===== src/rtl/floyd_steinberg_mono_dither_unit_defines.svh =====
// Assertion macros shared by the dither unit RTL.
// Needs clk and rst_n in scope at the point of use.
`ifndef FLOYD_STEINBERG_MONO_DITHER_UNIT_DEFINES_SVH
`define FLOYD_STEINBERG_MONO_DITHER_UNIT_DEFINES_SVH

// same-cycle implication
`define FSMD_AST_NOW(lbl, ante, cons, msg) \
  lbl: assert property (@(posedge clk) disable iff (!rst_n) (ante) |-> (cons)) \
    else $error(msg);

// next-cycle implication
`define FSMD_AST_NEXT(lbl, ante, cons, msg) \
  lbl: assert property (@(posedge clk) disable iff (!rst_n) (ante) |=> (cons)) \
    else $error(msg);

`endif


===== src/rtl/fsmd_pkg.sv =====
// Shared types, constants and helpers for the mono dither unit.
// No dependencies; used by every RTL module of the block.
package fsmd_pkg;

  localparam int MAX_WIDTH    = 256;
  localparam int COL_W        = $clog2(MAX_WIDTH);
  localparam int HEIGHT_LIMIT = 4096;
  localparam int ROW_W        = $clog2(HEIGHT_LIMIT);
  localparam int FULL_SCALE   = 4080;       // 255 in 1/16 units
  localparam int ERR_W        = 16;
  localparam int WIDE_W       = 22;         // products of diff and share weight
  localparam int QUEUE_DEPTH  = 4;
  localparam int QPTR_W       = $clog2(QUEUE_DEPTH);

  // luma weights, sum 256
  localparam int LUMA_KR      = 77;
  localparam int LUMA_KG      = 150;
  localparam int LUMA_KB      = 29;
  localparam int LUMA_ROUND   = 128;

  typedef enum logic [1:0] {
    CFG_IMAGE_WIDTH  = 2'd0,
    CFG_IMAGE_HEIGHT = 2'd1,
    CFG_THRESHOLD    = 2'd2
  } cfg_idx_t;

  typedef logic signed [ERR_W-1:0] err_t;

  typedef struct packed {
    logic [7:0] red;
    logic [7:0] green;
    logic [7:0] blue;
  } fsmd_in_t;

  typedef struct packed {
    logic pixel_on;
    logic row_end;
    logic frame_end;
  } fsmd_out_t;

  typedef struct packed {
    logic [8:0]  width;
    logic [12:0] height;
  } fsmd_geom_t;

  // one classified pixel, as queued between front and back
  typedef struct packed {
    logic [7:0]       luma;
    logic [COL_W-1:0] x;
    logic             first_row;
    logic             last_col;
    logic             last_row;
  } fsmd_item_t;

  typedef struct packed {
    logic       vld;
    fsmd_item_t item;
  } fsmd_word_t;

  function automatic err_t sat16(input logic signed [WIDE_W-1:0] v);
    err_t r;
    if (v > WIDE_W'(32767)) begin
      r = 16'sh7FFF;
    end else if (v < -WIDE_W'(32768)) begin
      r = 16'sh8000;
    end else begin
      r = v[ERR_W-1:0];
    end
    return r;
  endfunction

endpackage


===== src/rtl/fsmd_queue.sv =====
// Short FIFO of classified pixel words between front and back.
// Depends on fsmd_pkg.
module fsmd_queue (
  input  logic                 clk,
  input  logic                 rst_n,
  input  fsmd_pkg::fsmd_word_t push,
  input  logic                 pop,
  output fsmd_pkg::fsmd_word_t head,
  output logic                 full
);

  fsmd_pkg::fsmd_item_t        slot_r [fsmd_pkg::QUEUE_DEPTH];
  logic [fsmd_pkg::QPTR_W-1:0] wr_ptr_r, rd_ptr_r;
  logic [fsmd_pkg::QPTR_W:0]   cnt_r;
  logic                        do_push, do_pop;

  assign full     = (cnt_r == (fsmd_pkg::QPTR_W+1)'(fsmd_pkg::QUEUE_DEPTH));
  assign head.vld = (cnt_r != '0);
  assign head.item = slot_r[rd_ptr_r];
  assign do_push  = push.vld && !full;
  assign do_pop   = pop && head.vld;

  always_ff @(posedge clk) begin
    if (do_push) begin
      slot_r[wr_ptr_r] <= push.item;
    end
  end

  always_ff @(posedge clk) begin
    if (!rst_n) begin
      wr_ptr_r <= '0;
      rd_ptr_r <= '0;
      cnt_r    <= '0;
    end else begin
      if (do_push) begin
        wr_ptr_r <= wr_ptr_r + 1'b1;
      end
      if (do_pop) begin
        rd_ptr_r <= rd_ptr_r + 1'b1;
      end
      case ({do_push, do_pop})
        2'b10:   cnt_r <= cnt_r + 1'b1;
        2'b01:   cnt_r <= cnt_r - 1'b1;
        default: cnt_r <= cnt_r;
      endcase
    end
  end

endmodule


===== config.mk =====
export PLATFORM = sky130hd
export DESIGN_NAME = fsmd_queue
export DESIGN_NICKNAME = d
export VERILOG_FILES = /design/src/rtl/floyd_steinberg_mono_dither_unit_defines.svh /design/src/rtl/fsmd_pkg.sv /design/src/rtl/fsmd_queue.sv
export SDC_FILE = /design/constraint.sdc
export NUM_CORES = 1
export LEC_CHECK = 0
export BUFFER_PORTS_ARGS = -buffer_cell sky130_fd_sc_hd__buf_2
export CORE_UTILIZATION = 39
export DETAILED_ROUTE_END_ITERATION = 10
export HOLD_SLACK_MARGIN = 0.05
export MAX_ROUTING_LAYER = met4
export PLACE_DENSITY = 0.61
export SETUP_SLACK_MARGIN = 0.4
export SLEW_MARGIN = 20
export SYNTH_ARGS = -nofsm -noshare
export SYNTH_HDL_FRONTEND = slang
export SYNTH_SLANG_ARGS = --single-unit
export TNS_END_PERCENT = 50

===== constraint.sdc =====
create_clock -name clk -period 3.9 [get_ports clk]
set_input_delay 0.78 -clock clk [delete_from_list [all_inputs] [get_ports clk]]
set_output_delay 0.78 -clock clk [all_outputs]
set_load 0.1 [all_outputs]

Yosys cells after proc, flatten, opt, wreduce, memory -nomap -nowiden
Memory sizes are Yosys's and may differ from the RTL's. A register that Yosys moved wholly into a read port is not among the register bits.
Cells that the tools add are included.

word-level totals
  register bits = 7
  bits in writable memories = 76
  bits of input ports = 23
  output and inout port bits = 21
  logic and storage cells = 21
  memories kept = 1

cells by class
  add/subtract/negate cells = 4
  equal/unequal tests = 3
  multiplexer cells = 5
  reductions and logical operators = 5

memories
  memory  depth  bits a word  read ports  clocked after Yosys merged registers in  wr ports  RTL line          text
  slot_r  4      19           1           1                                        1         fsmd_queue.sv:12  fsmd_pkg::fsmd_item_t slot_r [fsmd_pkg::QUEUE_DEPTH];

operator list
  operator                                             count
  one-hot mux 3 bit (2 select lines)                   1
  adder 2 x 1 -> 2 bit, second input constant          2
  two-way mux 2 bit                                    2
  adder 3 x 1 -> 3 bit, second input constant          1
  equality test 3 bit, second input constant           1
  nonzero test 3 bit                                   1
  subtractor 3 x 1 -> 3 bit, second input constant     1
  equality test 2 x 1 -> 1 bit, second input constant  1
  equality test 2 bit, second input constant           1
  logical AND 1 bit                                    2
  two-way mux 1 bit                                    2
  nonzero test 2 bit                                   1
  logical NOT 1 bit                                    1

Logic depth before layout (Yosys ltp)
  depth after elaboration = 5
  mapped depth = 10
  depth with buffers taken out = 9

Worst setup path after synthesis
No wires, ideal clock.

  path kind = reg2reg
  start point = register cnt_r[2] in the netlist's numbering
  end point = register cnt_r[2] in the netlist's numbering
  setup time = 0.076 ns
  arrival time = 3.123 ns
  required time = 3.824 ns
  setup slack = 0.702 ns
  cell stages (with the launch flop) = 11
  buffers on the path = 1
  period minus slack after synthesis = 3.198 ns
  path through = dfxtp_1 > nor3b_2 > nor2b_1 > buf_2 > inv_1 > ha_1 > inv_1 > fa_1 > xor2_1 > or3_1 > a21boi_0

between the ends
  word-level cells in the longest chain between the ends = 5
  elaborated cells between the ends (all ways) = 11
  those cells by class = add/sub (2); eq/ne (3); mux (1); reduce/logical (5)

RTL lines
  element                                                                          RTL line          text
  from (decl)                                                                      fsmd_queue.sv:14  logic [fsmd_pkg::QPTR_W:0] cnt_r;
  from (signal assigned)                                                           fsmd_queue.sv:42  2'b10: cnt_r <= cnt_r + 1'b1;
  from (signal assigned)                                                           fsmd_queue.sv:43  2'b01: cnt_r <= cnt_r - 1'b1;
  from (signal assigned)                                                           fsmd_queue.sv:44  default: cnt_r <= cnt_r;
  equality test 3 bit (*)                                                          fsmd_queue.sv:17  assign full = (cnt_r == (fsmd_pkg::QPTR_W+1)'(fsmd_pkg::QUEUE_DEPTH));
  via full                                                                         fsmd_queue.sv:9   output logic full
  logical NOT 1 bit (*)                                                            fsmd_queue.sv:20  assign do_push = push.vld && !full;
  logical AND 1 bit (*)                                                            fsmd_queue.sv:20
  equality test 2 x 1 -> 1 bit / equality test 2 bit (equally long branches)       fsmd_queue.sv:41  case ({do_push, do_pop})
  one-hot mux 3 bit (2 select lines) / nonzero test 2 bit (equally long branches)  n/a

The timed path passes the listed nets; every way through them passes the cells marked *.
A chain may end at the register's enable or synchronous reset.

==> summary.txt <==
Finish
  – Most common cell after layout, fill and taps aside: edfxtp_1
  – Proportion of layout cells with a drive suffix above 1: between 30% and 40%
  – Most frequent cells in the layout: edfxtp_1, buf_2, mux4_2
  – Layout Nets: approximately 230
  – Post-route design area: 0.00379 mm2
  – Finished Layout Cells: slightly above 300
  – Area growth syn-to-layout: 15.4%
  – Filler cells: 702
  – N_diodes: 0

Detailed routing
  – Detailed Routing Iterations Pass 1: 4
  – DR WL/cell: about 16 um
  – Vias per inst: between 4 and 5
  – Routed met2 length: 2.44 mm
  – DRT met1 WL: about 2.3 mm
  – Post-Route WL: slightly above 5 mm
  – Vias: 1,515
  – Antenna Nets Post-Route: 0
  – Max layer used: met4
  – DRT iter0 DRCs: 80
  – Met3 wire len: ~170 um
  – Residual DRC: 0

STA
  – Setup TNS: 0 ns
  – Fin. Hold Viols: 0
  – Worst slew margin: around a third
  – Max Slew Vio Count: 0
  – Fin crit period: 2.83 ns
  – Worst Skew: 0.00742 ns
  – Fin crit share: just over 70%
  – RSZ-0062 raised after global routing: false
  – # setup viols final: 0
  – Least-Margin Pin Slew: around 1.0 ns
  – FMAX: about 0.35 GHz
  – Post-route setup slack: ~1.1 ns

Setup path
  – Crit path max-delay family: flip-flops
  – CP peak stage delay: ~0.9 ns
  – CP max FO: 19
  – CP Cell Sequence: mux4_2 > buf_2
  – Req. time, crit path: approximately 3.1 ns
  – Crit path max-delay cell type: dfxtp_1
  – Critical Path Start Type: flip-flop
  – Bufs and invs on worst path: 1
  – CP Capture Type: primary output
  – Critical path class: reg2out
  – Worst EP arrival: a little over 2 ns

CTS
  – PostCTS Resize Cnt: 0
  – Worst skew pair latency: about 0.35 ns
  – CTS Buf Count: 9
  – CTS Sinks: between 80 and 90
  – Max Buffers Root-to-Sink: 2
  – TritonCTS clock tree: built
  – CTS H-Tree Depth: 3
  – Post-CTS Setup Inserts: 0
  – Post-cts hold buffer count: 0
  – Clock root buffer: clkbuf_8
  – Reg clk slew, reported paths: 0.08 ns

Job
  – Max Cap Viol: 0

Synthesis
  – Synth unique cells: 23
  – Synth Area in Adders: between 2 and 3%
  – Mean area per synthesized cell: approximately 22 um2
  – Sequential fraction of the synthesis area: between 70% and 80%
  – Synth Area in Compound Gates: around 1.3%
  – Mapped Nets: 180
  – Synthesized instance count: about 150
  – Synthesis-stage register bit count: 85
  – Synth Area in XOR/XNOR: under 10%
  – Synth area leader: edfxtp_1
  – Main combinational cell family by area after synthesis: multiplexers
  – Synthesized area: between 0.003 and 0.004 mm2
  – Largest cells by area after synthesis: edfxtp_1, mux4_1, mux4_2, dfxtp_1, ha_1
  – Post-synthesis simple-gate area fraction: approximately 3.2%
  – Mux share of post-synthesis cell area: roughly 15%
  – Ys Warns: 0
  – Synth top area share: 69.5%

Floorplanning
  – Initial Util: 40.2%
  – I/O pin cnt: 44
  – Die H: 93.8 um
  – Die X: 93.8 um
  – DIE AREA: between 0.008 and 0.009 mm2
  – Core area: 0.00818 mm2
  – Cell Rows: 33

Outcome
  – Status: completed

Global routing
  – Vias in the first global route: 1,551
  – First-pass GRT wire length: roughly 8.1 mm
  – Pin count of the biggest net entering global routing: 20
  – Grt ovf: 0
  – GRT Util Overall: approximately an eighth
  – Antenna violations before repair: 0

Min path
  – Min-Delay Path Class: reg2reg

Placement
  – # port buffers: 43
  – Place WS: around 1.3 ns
  – Gpl congestion: 0.656
  – Final HPWL DP: about 3.3 mm
  – Placed cell count: 296
  – Placed Area: 0.00360 mm2
[registers in the layout, summed over array words and instances, names as in the netlist, named ones only]
signal	count
rd_ptr_r	2
slot_r	76
wr_ptr_r	2
cnt_r	3
[kinds of logic after synthesis]
| group | count (synthesis) |
|---|---|
| AOI/OAI and AO/OA | 5 |
| xor gates and xnor gates | 4 |
| adders and majority gates | 6 |
| buffers and inverters | 12 |
| DFF | 85 |
| muxes | 21 |
| and+or+nand+nor | 18 |
[routing by layer]
metal	up-vias	global-route usage [%]
met5	-	-
met4	0	7.82
met3	14	2.91
met2	34	19.8
met1	760	16.9
li1	707	-
[metrics by stage]
| stage | utilization, % | hold slack (ns) |
|---|---|---|
| 2_1_floorplan | - | 0.468 |
| 6_report | 46.4 | 0.510 |
| 4_1_cts | 46.4 | 0.511 |
| 3_3_place_gp | 44.1 | 0.485 |
| 5_1_grt | 46.4 | 0.534 |
| 3_5_place_dp | 44.1 | 0.496 |
[tightest hold or removal path, stage by stage, from the launching register on]
cell,delay (ns)
dfxtp_1,0.35
nand2_1,0.06
mux2i_1,0.06
[cells in the mapped netlist (all sizes together)]
master,instances
edfxtp,76
nor2b,3
nor3b,1
o21ai,2
a21boi,1
o311ai,1
buf,5
nand2,5
mux2i,2
or3,2
dfxtp,9
fa,1
mux4,19
xnor2,3
o31a,1
clkbuf,1
and2,7
xor2,1
ha,5
inv,6
[cell type report]
| class | instances | area (um2) | share of cell area [%] |
|---|---|---|---|
| clock buffer | 9 | 124 | 3.27 |
| clock inverter | 6 | 63.8 | 1.68 |
| inverter | 6 | 22.5 | 0.594 |
| multi-input combinational | 54 | 748 | 19.7 |
| sequential | 85 | 2460 | 65.0 |
| tap | 105 | 131 | 3.47 |
| timing repair buffer | 46 | 238 | 6.27 |
[worst paths after layout]
kind	to	cells past startpoint	slack (ns)	start
max	head[16]	2	1.07	flip-flop
min	wr_ptr_r[1]	2	0.51	wr_ptr_r[1]
max reg2reg	slot_r[3][11]	3	1.68	cnt_r[0]
min reg2reg	wr_ptr_r[1]	2	0.51	wr_ptr_r[1]
Power is not shown: default switching activity piles up to over one toggle a cycle in this logic, so the estimate is an artifact.
