`config.mk`:
```
export PLATFORM = sky130hd
export DESIGN_NAME = fsmd_front
export DESIGN_NICKNAME = d
export VERILOG_FILES = /design/src/rtl/fsmd_pkg.sv /design/src/rtl/fsmd_front.sv
export VERILOG_INCLUDE_DIRS = /design/src /design/src/rtl
export SDC_FILE = /design/constraint.sdc
export NUM_CORES = 1
export LEC_CHECK = 0
export ABC_AREA = 0
export BUFFER_PORTS_ARGS = -buffer_cell sky130_fd_sc_hd__buf_2
export CAP_MARGIN = 20
export CORE_MARGIN = 2
export CORE_UTILIZATION = 50
export CTS_CLUSTER_SIZE = 25
export DETAILED_ROUTE_END_ITERATION = 12
export GPL_TIMING_DRIVEN = 0
export PLACE_DENSITY = 0.77
export SLEW_MARGIN = 0
export SYNTH_ARGS = -nofsm -noshare
export SYNTH_HDL_FRONTEND = slang
export SYNTH_SLANG_ARGS = --single-unit
```
`constraint.sdc`:
```
create_clock -name clk -period 10.3 [get_ports clk]
set_clock_uncertainty 0.05 [all_clocks]
set_input_delay 1.545 -clock clk [delete_from_list [all_inputs] [get_ports clk]]
set_output_delay 1.545 -clock clk [all_outputs]
set_load 0.02 [all_outputs]
```
`src/rtl/floyd_steinberg_mono_dither_unit_defines.svh`:
```
// Assertion macros shared by the dither unit RTL.
// Needs clk and rst_n in scope at the point of use.
`ifndef FLOYD_STEINBERG_MONO_DITHER_UNIT_DEFINES_SVH
`define FLOYD_STEINBERG_MONO_DITHER_UNIT_DEFINES_SVH

// same-cycle implication
`define FSMD_AST_NOW(lbl, ante, cons, msg) \
  lbl: assert property (@(posedge clk) disable iff (!rst_n) (ante) |-> (cons)) \
    else $error(msg);

// next-cycle implication
`define FSMD_AST_NEXT(lbl, ante, cons, msg) \
  lbl: assert property (@(posedge clk) disable iff (!rst_n) (ante) |=> (cons)) \
    else $error(msg);

`endif

```
`src/rtl/fsmd_pkg.sv`:
```
// Shared types, constants and helpers for the mono dither unit.
// No dependencies; used by every RTL module of the block.
package fsmd_pkg;

  localparam int MAX_WIDTH    = 256;
  localparam int COL_W        = $clog2(MAX_WIDTH);
  localparam int HEIGHT_LIMIT = 4096;
  localparam int ROW_W        = $clog2(HEIGHT_LIMIT);
  localparam int FULL_SCALE   = 4080;       // 255 in 1/16 units
  localparam int ERR_W        = 16;
  localparam int WIDE_W       = 22;         // products of diff and share weight
  localparam int QUEUE_DEPTH  = 4;
  localparam int QPTR_W       = $clog2(QUEUE_DEPTH);

  // luma weights, sum 256
  localparam int LUMA_KR      = 77;
  localparam int LUMA_KG      = 150;
  localparam int LUMA_KB      = 29;
  localparam int LUMA_ROUND   = 128;

  typedef enum logic [1:0] {
    CFG_IMAGE_WIDTH  = 2'd0,
    CFG_IMAGE_HEIGHT = 2'd1,
    CFG_THRESHOLD    = 2'd2
  } cfg_idx_t;

  typedef logic signed [ERR_W-1:0] err_t;

  typedef struct packed {
    logic [7:0] red;
    logic [7:0] green;
    logic [7:0] blue;
  } fsmd_in_t;

  typedef struct packed {
    logic pixel_on;
    logic row_end;
    logic frame_end;
  } fsmd_out_t;

  typedef struct packed {
    logic [8:0]  width;
    logic [12:0] height;
  } fsmd_geom_t;

  // one classified pixel, as queued between front and back
  typedef struct packed {
    logic [7:0]       luma;
    logic [COL_W-1:0] x;
    logic             first_row;
    logic             last_col;
    logic             last_row;
  } fsmd_item_t;

  typedef struct packed {
    logic       vld;
    fsmd_item_t item;
  } fsmd_word_t;

  function automatic err_t sat16(input logic signed [WIDE_W-1:0] v);
    err_t r;
    if (v > WIDE_W'(32767)) begin
      r = 16'sh7FFF;
    end else if (v < -WIDE_W'(32768)) begin
      r = 16'sh8000;
    end else begin
      r = v[ERR_W-1:0];
    end
    return r;
  endfunction

endpackage

```
`src/rtl/fsmd_front.sv`:
```
// Front end: accepts RGB words, computes luma and classifies the frame position.
// Depends on fsmd_pkg and the assertion macro header.
`include "floyd_steinberg_mono_dither_unit_defines.svh"

module fsmd_front (
  input  logic                 clk,
  input  logic                 rst_n,
  input  logic                 in_valid,
  output logic                 in_ready,
  input  fsmd_pkg::fsmd_in_t   in_data,
  input  fsmd_pkg::fsmd_geom_t geom,
  input  logic                 q_full,
  output fsmd_pkg::fsmd_word_t push
);

  logic [fsmd_pkg::COL_W-1:0] col_cnt_r, col_cnt_nxt;
  logic [fsmd_pkg::ROW_W-1:0] row_cnt_r, row_cnt_nxt;
  logic [8:0]                 w_eff;
  logic [12:0]                h_eff;
  logic [fsmd_pkg::COL_W-1:0] x_max, x;
  logic [fsmd_pkg::ROW_W-1:0] y_max, y;
  logic [15:0]                luma_sum;
  logic                       acc;
  logic                       last_col, last_row;

  assign in_ready = !q_full;
  assign acc      = in_valid && in_ready;

  // clamp geometry to the supported range
  always_comb begin
    if (geom.width == '0) begin
      w_eff = 9'd1;
    end else if (int'(geom.width) > fsmd_pkg::MAX_WIDTH) begin
      w_eff = 9'(fsmd_pkg::MAX_WIDTH);
    end else begin
      w_eff = geom.width;
    end
    if (geom.height == '0) begin
      h_eff = 13'd1;
    end else if (int'(geom.height) > fsmd_pkg::HEIGHT_LIMIT) begin
      h_eff = 13'(fsmd_pkg::HEIGHT_LIMIT);
    end else begin
      h_eff = geom.height;
    end
  end

  assign x_max    = fsmd_pkg::COL_W'(w_eff - 9'd1);
  assign y_max    = fsmd_pkg::ROW_W'(h_eff - 13'd1);
  assign x        = (col_cnt_r > x_max) ? x_max : col_cnt_r;
  assign y        = (row_cnt_r > y_max) ? y_max : row_cnt_r;
  assign last_col = (x == x_max);
  assign last_row = (y == y_max);

  assign luma_sum = 16'(in_data.red)   * 16'(fsmd_pkg::LUMA_KR)
                  + 16'(in_data.green) * 16'(fsmd_pkg::LUMA_KG)
                  + 16'(in_data.blue)  * 16'(fsmd_pkg::LUMA_KB)
                  + 16'(fsmd_pkg::LUMA_ROUND);

  always_comb begin
    if (last_col) begin
      col_cnt_nxt = '0;
      row_cnt_nxt = last_row ? '0 : y + 1'b1;
    end else begin
      col_cnt_nxt = x + 1'b1;
      row_cnt_nxt = y;
    end
  end

  always_comb begin
    push.vld            = acc;
    push.item.luma      = luma_sum[15:8];
    push.item.x         = x;
    push.item.first_row = (y == '0);
    push.item.last_col  = last_col;
    push.item.last_row  = last_row;
  end

  always_ff @(posedge clk) begin
    if (!rst_n) begin
      col_cnt_r <= '0;
      row_cnt_r <= '0;
    end else if (acc) begin
      col_cnt_r <= col_cnt_nxt;
      row_cnt_r <= row_cnt_nxt;
    end
  end

  `FSMD_AST_NEXT(a_col_wrap, acc && last_col, col_cnt_r == '0, "column did not wrap at row end")

endmodule

```
Word-level counts from Yosys, hierarchy flattened

Index checks and enable logic that the tools add are counted.

Register bits: 20
Input port bits: 50
Output and inout port bits: 21
Logic and storage cells: 32

$add $sub $neg: 7
$mul: 3
Magnitude comparators: 4
Equal/unequal tests: 2
Multiplexer cells: 9
Reductions and logical operators: 5

Operators by type and width:

| operator                | number |
|---|---|
| $mux W12                | 5 |
| $mux W8                 | 4 |
| $mul A8 B7 Y15 const B  | 2 |
| $add A15 B16 Y16        | 1 |
| $add A16 B13 Y16        | 1 |
| $add A16 B8 Y16 const B | 1 |
| $gt A13 B13 Y1 const B  | 1 |
| $logic_not A13 Y1       | 1 |
| $mul A8 B5 Y13 const B  | 1 |
| $add A12 B1 Y12 const B | 1 |
| $eq A12 B12 Y1          | 1 |
| $gt A12 B12 Y1          | 1 |
| $logic_not A12 Y1       | 1 |
| $sub A12 B1 Y12 const B | 1 |
| $gt A9 B9 Y1 const B    | 1 |
| $logic_not A9 Y1        | 1 |
| $add A8 B1 Y8 const B   | 1 |
| $eq A8 B8 Y1            | 1 |
| $gt A8 B8 Y1            | 1 |
| $sub A8 B1 Y8 const B   | 1 |
| $logic_and A1 B1 Y1     | 1 |
| $logic_not A1 Y1        | 1 |

Depth between registers and ports, before layout

Gate-level depths: netlist of run 1.

Depth after elaboration: 9
Gate-level depth with buffers: 26
Gate-level depth less buffers: 26

Worst setup path after synthesis of run 1

OpenSTA, ideal clock, no wires.

Kind: input to output
Start point: input port in_data[12] (netlist bit)
End point: output port push[18] (netlist bit)
Arrival: 7.621 ns
Required time: 8.705 ns
Path slack: 1.084 ns
Cell stages on the path: 20
Buffers on the path: 0
Cell sequence: ha_1 > ha_1 > fa_1 > fa_1 > ha_1 > inv_1 > xnor2_1 > fa_1 > fa_1 > fa_1 > fa_1 > inv_1 > ha_1 > ha_1 > a21o_1 > a31oi_1 > o21ai_0 > o41ai_1 > o21bai_1 > xnor3_1

RTL lines:

| what        | line             | RTL |
|---|---|---|
| from (decl) | fsmd_front.sv:10 | `input fsmd_pkg::fsmd_in_t in_data,` |
| to (decl)   | fsmd_front.sv:13 | `output fsmd_pkg::fsmd_word_t push` |

==> results.md, run 1 <==
- Status: complete, no violations
- Largest net degree at the start of global routing: 11
- Insertion delay of the later-clocked pin in the worst-skew pair: ~0.25 ns
- Vias/cell: ~5.8
- Worst-Margin Slew: approximately 1.1 ns
- Share of the synthesized area in the top cell type: 0.227
- CTS buffer count: 3
- Number of global-route vias before repair: about 5500
- Layout cells sized above 1: 0.137
- HPWL after detailed placement: approximately 13000 um
- Core area: approximately 13000 um2
- Worst r2r path cells: 16
- Footprint of the multi-input gates: roughly 5500 um2
- Most used cell, CP: fa_1
- Startpoint type of the worst setup path: input pin
- Final setup fails: 0
- Final period utilization: 0.965
- Pwr/cell area: approximately 330 nW/um2
- Top Usage Layer GRT: met2
- Slew Limit Headroom: 0.248
- Clock Path Buffers: 2
- Syn Nets: slightly below 1000
- Clk slew on worst S/H paths: approximately 0.060 ns
- RSZ-0062 raised after global routing: no
- Total power: ~2.3 mW
- Total wire length: between 15000 and 20000 um
- Critical-path top delay cell: fa_1
- Post-synth EDFFs: 0
- Mean Syn Cell Area: 8.42 um2
- Placed cell area: 7060 um2
- Min Hold Slack: slightly above 0.4 ns
- Hold Crit Depth: 2
- R2r setup slk: 6.40 ns
- Synth area leader: ha_1
- Crit-path cells: buf_2 > ha_1 > ha_1 > fa_1 > fa_1 > ha_1 > inv_1 > xnor2_1 > fa_1 > fa_1 > fa_1 > fa_1 > inv_1 > ha_1 > ha_1 > a21o_1 > a31oi_1 > o21ai_0 > o41ai_2 > o21bai_1 > xnor3_1 > buf_2
- Overflow after GRT: 0
- M2 GR Usage: 0.383
- Most used DFF post-synth: dfxtp_1
- Die Y: approximately 120 um
- Routability congestion estimate: 0.967
- Async set-reset flop share out of synthesis: 0
- Yosys warns: 0
- Initial core utilization: 0.513
- Worst endpoint data arrival time: between 8 and 9 ns
- Max Fanout on Critical Path: 4
- Fin Setup TNS: 0 ns
- Final instance area: a little over 7000 um2
- Drt first pass iters: 5
- Antenna violations before repair: 0
- Layout area overhead: 9.89%
- Register bit total from synthesis: 20
- Number of top-level pins: 71
- Crit path time final: roughly 9.9 ns
- Post-synthesis sequential area ratio: 0.0616
- CTS Sinks: 20
- Achievable frequency: between 100 and 150 MHz
- Avg WL per Cell: ~15 um
- Reg2reg end: row_cnt_r[2]
- First-pass GRT wire length: 26400 um
- TritonCTS clock tree: built
- Detailed-route DRC error count: 0
- Count of cell types in the netlist: 80
- Kind of critical path: input pin to output pin
- Num rows: 41
- RR Startpoint: row_cnt_r[4]
- GR Util met3: 0.0126
- Worst setup margin: around 0.36 ns
- Met1 Use GR: 0.319
- Synth top area cells: ha_1 (23%), fa_1 (17%), inv_1 (7.2%), dfxtp_1 (6.2%), xnor2_1 (3.6%)
- Final net count: about 1100
- Crit. End Element: output pin
- Buffers on Ports: 69
- Clk root buf: clkbuf_16
- N_diodes: 0
- Cells after Synth: roughly 770
- DP Worst Slack: ~0.23 ns
- Static Leak: 3.55 nW
- Most common cell in the synthesized netlist: inv_1
- Total Routing Usage GR: 0.224
- Number of max-cap violations: 0
- DIE AREA: ~14000 um2
- Max incr delay on CP: between 0.5 and 0.6 ns
- Die width: about 120 um
- Pins Over Slew Limit: 0
- Initial drt markers: a little under 400
- Final hold vios: 0
- Via count: a little under 6000
- H-tree Lvls: 1
- Worst Hold Launch: col_cnt_r[0]
- Fill cells: between 1000 and 1500
- Routed Antenna Nets: 0
- Max IR drop VDD: roughly 0.51 mV
- CP required: between 8 and 9 ns
- Sequential standard cell area: about 400 um2
- Mapped cell area: approximately 6500 um2
- Hold endpoint: col_cnt_r[0]
- Post-synth top cells: inv_1 (124), ha_1 (118), fa_1 (55)
- Hold Path Class: flop to flop
## critical path: cells and delay by family
kind | cells | cell delay (ns)
buf+inv | 4 | 0.40
compound gates | 5 | 1.37
fa+ha+maj | 11 | 4.59
xor+xnor | 2 | 0.44
## area by class of cell
| class | count | share of cell area |
|---|---|---|
| flip-flops and latches | 20 | 0.0560 |
| multi-input cells | 601 | 0.770 |
| repair buffers | 69 | 0.0483 |
| clock buffers | 3 | 0.0105 |
| well taps | 172 | 0.0301 |
| plain buffers | 25 | 0.0182 |
| inverters | 126 | 0.0669 |
## per-layer routing
| metal | vias up | share of wire | wire (um) |
|---|---|---|---|
| met1 | 2752 | 0.46 | 7130 |
| met4 | 0 | 0.012 | 187 |
| met3 | 24 | 0.055 | 841 |
| met5 | - | 0 | 0 |
| met2 | 180 | 0.47 | 7240 |
| li1 | 2892 | - | - |
## logic make-up after synthesis
| family | Yosys count | synth area share |
|---|---|---|
| and+or+nand+nor | 211 | 0.189 |
| muxes | 13 | 0.0210 |
| adders and majority gates | 173 | 0.396 |
| AOI/OAI and AO/OA | 164 | 0.180 |
| buffers and inverters | 151 | 0.0935 |
| DFF | 20 | 0.0616 |
| xor gates and xnor gates | 40 | 0.0581 |
## registers in the layout (all words and copies together) (netlist names)
| register | count |
|---|---|
| row_cnt_r | 12 |
| col_cnt_r | 8 |
## power by group
| group | internal (mW) | leakage, nW | switching (mW) | total (mW) |
|---|---|---|---|---|
| combinational | 0.852 | 3.35 | 1.33 | 2.18 |
| clock | 0.0513 | 0.0370 | 0.0305 | 0.0818 |
| sequential | 0.0782 | 0.162 | 0.00135 | 0.0796 |
## cells in the final DEF (no fill, tap or decap), types with 7 or more instances in the layout
cell,Yosys,final
a31oi_1,7,7
o21ai_0,27,27
buf_2,5,74
nor2_1,28,28
nor2b_1,10,10
nand3_1,15,15
o21a_1,7,7
nand4_1,9,9
inv_1,124,124
a21o_1,13,13
and3_1,9,9
or4_1,7,7
a21oi_1,32,32
xor2_1,11,11
a211oi_1,7,7
nand2_1,42,42
nor3_1,19,19
dfxtp_1,20,20
and2_1,7,7
mux2i_1,8,8
nor4_1,11,11
clkbuf_1,14,14
nand2b_1,7,7
xnor2_1,27,27
ha_1,118,118
fa_1,55,55
o211ai_1,9,9
or3_1,12,12
## how the worst max path moves through the flow
stage / startpoint / cells after the start / slack (ns) / end
final: in_data[12] / 22 / 0.36 / push[18]
after global routing: in_data[12] / 22 / 0.04 / push[18]
after CTS: in_data[12] / 22 / 0.19 / push[18]
after detailed placement: in_data[12] / 22 / 0.23 / push[18]
after global placement: in_data[12] / 22 / 0.31 / push[18]
after floorplan: in_data[12] / 20 / 1.08 / push[18]
## stage by stage
| step | cells | utilization |
|---|---|---|
| 2_1_floorplan | 772 | - |
| 3_3_place_gp | 1013 | 0.557 |
| 3_5_place_dp | 1013 | 0.557 |
| 4_1_cts | 1016 | 0.563 |
| 5_1_grt | 1016 | 0.564 |
| 6_report | 1016 | 0.564 |
## repair_timing
| item | CTS | global route |
|---|---|---|
| hold endpoints to repair | 0 | 0 |
| setup buffers | 0 | 0 |
| setup endpoints to repair | 0 | 1 |
| hold buffers | 0 | 0 |
| resized for setup | 0 | 1 |
Power figures use the tool's default switching activity.
==> run 2: changes to the inputs <==
==> constraint.sdc (replaced) <==
create_clock -name clk -period 10.3 [get_ports clk]
set_clock_uncertainty 0.05 [all_clocks]
set_input_delay 2.575 -clock clk [delete_from_list [all_inputs] [get_ports clk]]
set_output_delay 2.575 -clock clk [all_outputs]
set_load 0.02 [all_outputs]
==> results.md, run 2 (synthesis results as in run 1) <==
- Status: finished with violations
- Failing checks: negative setup slack
- CP required: 7.68 ns (-1.03 ns)
- DIE AREA: 13900 um2 (unchanged)
- Largest Register: row_cnt_r
- HPWL after detailed placement: 12800 um (-0.78%)
- Layout cells sized above 1: 0.216 (+0.0783)
- Crit. End Element: output pin
- Largest net degree at the start of global routing: 11 (unchanged)
- Vias/cell: 5.74 (-0.33%)
- Routed Antenna Nets: 0 (unchanged)
- Kind of critical path: input pin to output pin
- Antenna violations before repair: 0 (unchanged)
- Worst Hold Launch: col_cnt_r[0]
- Total wire length: 16200 um (+5.5%)
- Worst r2r path cells: 18 (+2)
- Number of flip-flops in the largest register: 12 (unchanged)
- Detailed-route DRC error count: 0 (unchanged)
- Clock Path Buffers: 2 (unchanged)
- Critical-path top delay cell: fa_1
- Clk root buf: clkbuf_16
- Max incr delay on CP: 0.52 ns (-0.05 ns)
- Final std cells w/o fill: 1034 (+1.8%)
- Crit-path cells: buf_8 > ha_4 > ha_4 > fa_1 > fa_1 > ha_4 > inv_4 > xnor2_2 > fa_1 > fa_1 > fa_1 > fa_1 > inv_2 > ha_4 > ha_4 > a21o_1 > a31oi_4 > o21ai_4 > o41ai_4 > buf_4 > buf_6 > xnor2_2 > buf_4
- Hold Crit Depth: 2 (unchanged)
- RSZ-0062 raised after global routing: yes
- Pins Over Slew Limit: 0 (unchanged)
- Achievable frequency: 91.7 MHz (-8.9%)
- Layout area overhead: 19.8%
- Number of global-route vias before repair: 5836 (+5.2%)
- Clk slew on worst S/H paths: 0.05 ns (about the same)
- Total Routing Usage GR: 0.230 (+0.00629)
- Max Fanout on Critical Path: 4 (unchanged)
- Via count: 5932 (+1.4%)
- Worst endpoint data arrival time: 8.28 ns (-0.07 ns)
- Worst-Margin Slew: 0.716 ns (-0.403 ns)
- Final net count: 1087 (+1.7%)
- First-pass GRT wire length: 27300 um (+3.4%)
- CTS Sinks: 20 (unchanged)
- Most frequent cells in the layout: inv_1 (118), ha_1 (100), buf_2 (62)
- Fill cells: 1118 (-6.0%)
- CTS hold repair buffers: 0 (unchanged)
- CTS buffer count: 3 (unchanged)
- Slew Limit Headroom: 0.519 (+0.270)
- Final hold vios: 0 (unchanged)
- Core area: 12700 um2 (unchanged)
- R2r setup slk: 6.50 ns (+0.10 ns)
- Buffers on Ports: 69 (unchanged)
- H-tree Lvls: 1 (unchanged)
- Worst setup margin: -0.608 ns (-0.967 ns)
- Insertion delay of the later-clocked pin in the worst-skew pair: 0.25 ns (about the same)
- Largest regs: row_cnt_r (12), col_cnt_r (8)
- Routability congestion estimate: 0.922 (-4.7%)
- Reg2reg end: row_cnt_r[2]
- TritonCTS clock tree: built
- Num rows: 41 (unchanged)
- Commonest non-fill, non-tap cell in the layout: inv_1
- Hold endpoint: col_cnt_r[0]
- Final setup fails: 7 (+7)
- Placed Instances: 1013 (unchanged)
- Initial drt markers: 340 (-14%)
- Number of max-cap violations: 0 (unchanged)
- Min Hold Slack: 0.431 ns (+0.0166 ns)
- RR Startpoint: row_cnt_r[0]
- Hold Path Class: flop to flop
- Initial core utilization: 0.513 (unchanged)
- Die Y: 118 um (unchanged)
- Placed cell area: 7270 um2 (+2.9%)
- Number of top-level pins: 71 (unchanged)
- Avg WL per Cell: 15.7 um (+3.7%)
- N_diodes: 0 (unchanged)
- Final period utilization: 1.06 (+0.0939)
- Drt first pass iters: 5 (unchanged)
- Overflow after GRT: 0 (unchanged)
- Startpoint type of the worst setup path: input pin
- Fin Setup TNS: -3.77 ns (-3.77 ns)
- Crit path time final: 10.91 ns (+0.967 ns)
- Final instance area: 7790 um2 (+9.1%)
- Die width: 118 um (unchanged)
- Most used cell, CP: fa_1
run 2: cell types whose count changed in the layout (fill, tap and decap cells not counted), sizes merged:
cell and delta:
buf +19, clkbuf -1
run 2: metal layers:
metal	GRT usage	share of wire	vias up
met2	0.410	0.50	147
li1	-	-	2936
met1	0.317	0.45	2834
met3	0.00969	0.036	15
met4	0.0286	0.0074	0
met5	0	0	-
run 2: worst max-delay path: cells and delay by family:
family | cells | cell delay, ns
XOR/XNOR | 2 | 0.26
AO/OA/AOI/OAI | 4 | 0.74
adder cells (fa/ha/maj) | 11 | 4.11
buffers and inverters | 6 | 0.60
run 2: area by class of cell:
type / instances / area [um2] / area share
repair buffers: 88 / 559 / 0.0718
multi-input cells: 601 / 5930 / 0.762
inverters: 126 / 480 / 0.0617
plain buffers: 24 / 128 / 0.0164
well taps: 172 / 215 / 0.0276
clock buffers: 3 / 75.1 / 0.00964
flip-flops and latches: 20 / 400 / 0.0514
run 2: worst max-delay path by stage:
stage	startpoint	to	slack (ns)	cells after the start
2_1_floorplan	in_data[12]	push[18]	-0.38	20
3_3_place_gp	in_data[12]	push[18]	-0.89	22
3_5_place_dp	in_data[12]	push[18]	-0.90	22
4_1_cts	in_data[12]	push[18]	-0.57	22
5_1_grt	in_data[12]	push[16]	-0.74	23
6_report	in_data[12]	push[17]	-0.61	23
run 2: per-stage QoR:
step | setup slack, ns | util
final | -0.608 | 0.615
after global routing | -0.741 | 0.615
after CTS | -0.566 | 0.600
after detailed placement | -0.896 | 0.574
after global placement | -0.886 | 0.574
after floorplan | -0.382 | -
run 2: what timing repair did:
item                                    in CTS  in global routing
resized for setup                           36                 25
pin swaps                                   20                 14
gates cloned                                 0                  0
endpoints found under the setup margin       8                  9
endpoints found under the hold margin        0                  0
buffers inserted                            14                  6
Power of run 2 is left out: the tool's default activity adds up to more than one toggle a clock period on the data nets, which glitch-free logic cannot reach.
==> run 3: changes to the inputs <==
--- a/config.mk
+++ b/config.mk
@@ -8,13 +8,14 @@
 export LEC_CHECK = 0
 export ABC_AREA = 0
 export BUFFER_PORTS_ARGS = -buffer_cell sky130_fd_sc_hd__buf_2
-export CAP_MARGIN = 20
+export CAP_MARGIN = 10
 export CORE_MARGIN = 2
 export CORE_UTILIZATION = 50
 export CTS_CLUSTER_SIZE = 25
 export DETAILED_ROUTE_END_ITERATION = 12
 export GPL_TIMING_DRIVEN = 0
 export PLACE_DENSITY = 0.77
+export SKIP_LAST_GASP = 1
 export SLEW_MARGIN = 0
 export SYNTH_ARGS = -nofsm -noshare
 export SYNTH_HDL_FRONTEND = slang
==> results.md, run 3 (synthesis results as in run 1) <==
- Routability congestion estimate: 0.922 (unchanged)
- Vias/cell: 5.71 (-0.39%)
- RSZ-0062 raised after global routing: yes
- Layout cells sized above 1: 0.216 (unchanged)
- Final std cells w/o fill: 1034 (unchanged)
- Placed Instances: 1013 (unchanged)
- Detailed-route DRC error count: 0 (unchanged)
- Avg WL per Cell: 15.6 um (-0.46%)
- Crit path time final: 10.94 ns (+0.0302 ns)
- Commonest non-fill, non-tap cell in the layout: inv_1
- First-pass GRT wire length: 27300 um (unchanged)
- Crit path buffers/inverters: 6 (unchanged)
- Worst-Margin Slew: 0.726 ns (+0.00988 ns)
- Critical-path top delay cell: fa_1
- R2r setup slk: 6.50 ns (about the same)
- Number of top-level pins: 71 (unchanged)
- DIE AREA: 13900 um2 (unchanged)
- Overflow after GRT: 0 (unchanged)
- Total wire length: 16200 um (-0.46%)
- Slew Limit Headroom: 0.512 (-0.00664)
- Insertion delay of the later-clocked pin in the worst-skew pair: 0.25 ns (about the same)
- Crit. End Element: output pin
- Max incr delay on CP: 0.52 ns (about the same)
- Routed Antenna Nets: 0 (unchanged)
- Die width: 118 um (unchanged)
- Clk root buf: clkbuf_16
- Total Routing Usage GR: 0.230 (unchanged)
- Core area: 12700 um2 (unchanged)
- Layout Utilization: 0.615 (about the same)
- Max Fanout on Critical Path: 4 (unchanged)
- Worst setup margin: -0.638 ns (-0.0302 ns)
- Largest net degree at the start of global routing: 11 (unchanged)
- Fill cells: 1118 (unchanged)
- Most frequent cells in the layout: inv_1 (118), ha_1 (100), buf_2 (62)
- CTS buffer count: 3 (unchanged)
- CTS hold repair buffers: 0 (unchanged)
- Largest Register: row_cnt_r
- CP required: 7.68 ns (about the same)
- Clk slew on worst S/H paths: 0.05 ns (about the same)
- Layout area overhead: 19.8% (about the same)
- Startpoint type of the worst setup path: input pin
- Status: finished with violations
- Antenna violations before repair: 0 (unchanged)
- Initial drt markers: 332 (-2.4%)
- Top Usage Layer GRT: met2
- Die Y: 118 um (unchanged)
- Number of flip-flops in the largest register: 12 (unchanged)
- Crit path launch: in_data[12]
- Achievable frequency: 91.4 MHz (-0.28%)
- Number of global-route vias before repair: 5836 (unchanged)
- TritonCTS clock tree: built
- Pins Over Slew Limit: 0 (unchanged)
- GR Util met3: 0.00969 (unchanged)
- Worst endpoint data arrival time: 8.31 ns (+0.03 ns)
- Hold Path Class: flop to flop
- Final net count: 1087 (unchanged)
- Final period utilization: 1.06 (+0.00294)
- RR Startpoint: row_cnt_r[0]
- Drt first pass iters: 5 (unchanged)
- Failing checks: negative setup slack
- Via count: 5909 (-0.39%)
- Number of max-cap violations: 0 (unchanged)
- Final setup fails: 7 (unchanged)
- Kind of critical path: input pin to output pin
- Fin Setup TNS: -3.81 ns (-0.0356 ns)
- HPWL after detailed placement: 12800 um (unchanged)
- Largest regs: row_cnt_r (12), col_cnt_r (8)
- DP Worst Slack: -0.896 ns (unchanged)
- CP delay by family, top: adder cells
- Buffers on Ports: 69 (unchanged)
- Clock Path Buffers: 2 (unchanged)
- Final hold vios: 0 (unchanged)
- H-tree Lvls: 1 (unchanged)
- N_diodes: 0 (unchanged)
- Initial core utilization: 0.513 (unchanged)
- M2 GR Usage: 0.410 (unchanged)
- Met1 Use GR: 0.317 (unchanged)
- Num rows: 41 (unchanged)
- CTS Sinks: 20 (unchanged)
- Worst Hold Launch: col_cnt_r[0]
- Most used cell, CP: fa_1
- Crit-path cells: buf_8 > ha_4 > ha_4 > fa_1 > fa_1 > ha_4 > inv_4 > xnor2_2 > fa_1 > fa_1 > fa_1 > fa_1 > inv_2 > ha_4 > ha_4 > a21o_1 > a31oi_4 > o21ai_4 > o41ai_4 > buf_4 > buf_4 > xnor2_2 > buf_4
[run 3: cell count changes in the layout (fill, tap and decap cells not counted)]
| cell | change |
|---|---|
| buf_4 | +1 |
| buf_6 | -1 |
[run 3: through the flow]
stage / hold WS [ns] / area, um2
after CTS: 0.429 / 7600
after floorplan: 0.391 / 6710
after detailed placement: 0.418 / 7270
after global routing: 0.463 / 7790
final: 0.430 / 7790
after global placement: 0.406 / 7270
[run 3: timing repair]
item | CTS | global route
setup buffers | 14 | 6
pin swaps | 20 | 13
setup endpoints to repair | 8 | 9
resized for setup | 36 | 24
[run 3: worst paths after layout]
path | endpoint | depth (start not counted)
setup / recovery | push[17] | 23
hold / removal | col_cnt_r[0] | 2
setup reg to reg | row_cnt_r[2] | 18
hold reg to reg | col_cnt_r[0] | 2
[run 3: cell type report]
type / count / area, um2 / area share
Sequential cell: 20 / 400 / 0.0514
Inverter: 126 / 480 / 0.0617
Buffer: 24 / 128 / 0.0164
Multi-Input combinational cell: 601 / 5930 / 0.762
Timing Repair Buffer: 88 / 556 / 0.0713
Clock buffer: 3 / 75.1 / 0.00964
Tap cell: 172 / 215 / 0.0276
[run 3: layer usage]
layer	vias up	share of wire
met3	13	0.032
met1	2824	0.46
li1	2931	-
met4	0	0.0072
met5	-	0
met2	141	0.50
[run 3: worst reg2reg max path, stage by stage (launching register included)]
cell and delay, ns:
dfxtp_1 0.42, inv_1 0.13, ha_1 0.21, nor2b_1 0.10, o21a_1 0.12, o21a_1 0.11
o21ai_0 0.08, or4_1 0.39, buf_2 0.17, a21o_1 0.22, buf_4 0.19, a21oi_1 0.26
inv_1 0.07, ha_1 0.26, and2_1 0.16, buf_2 0.17, or3_1 0.32, a21oi_1 0.19
nor4b_2 0.07
Power of run 3 is left out for the same reason.
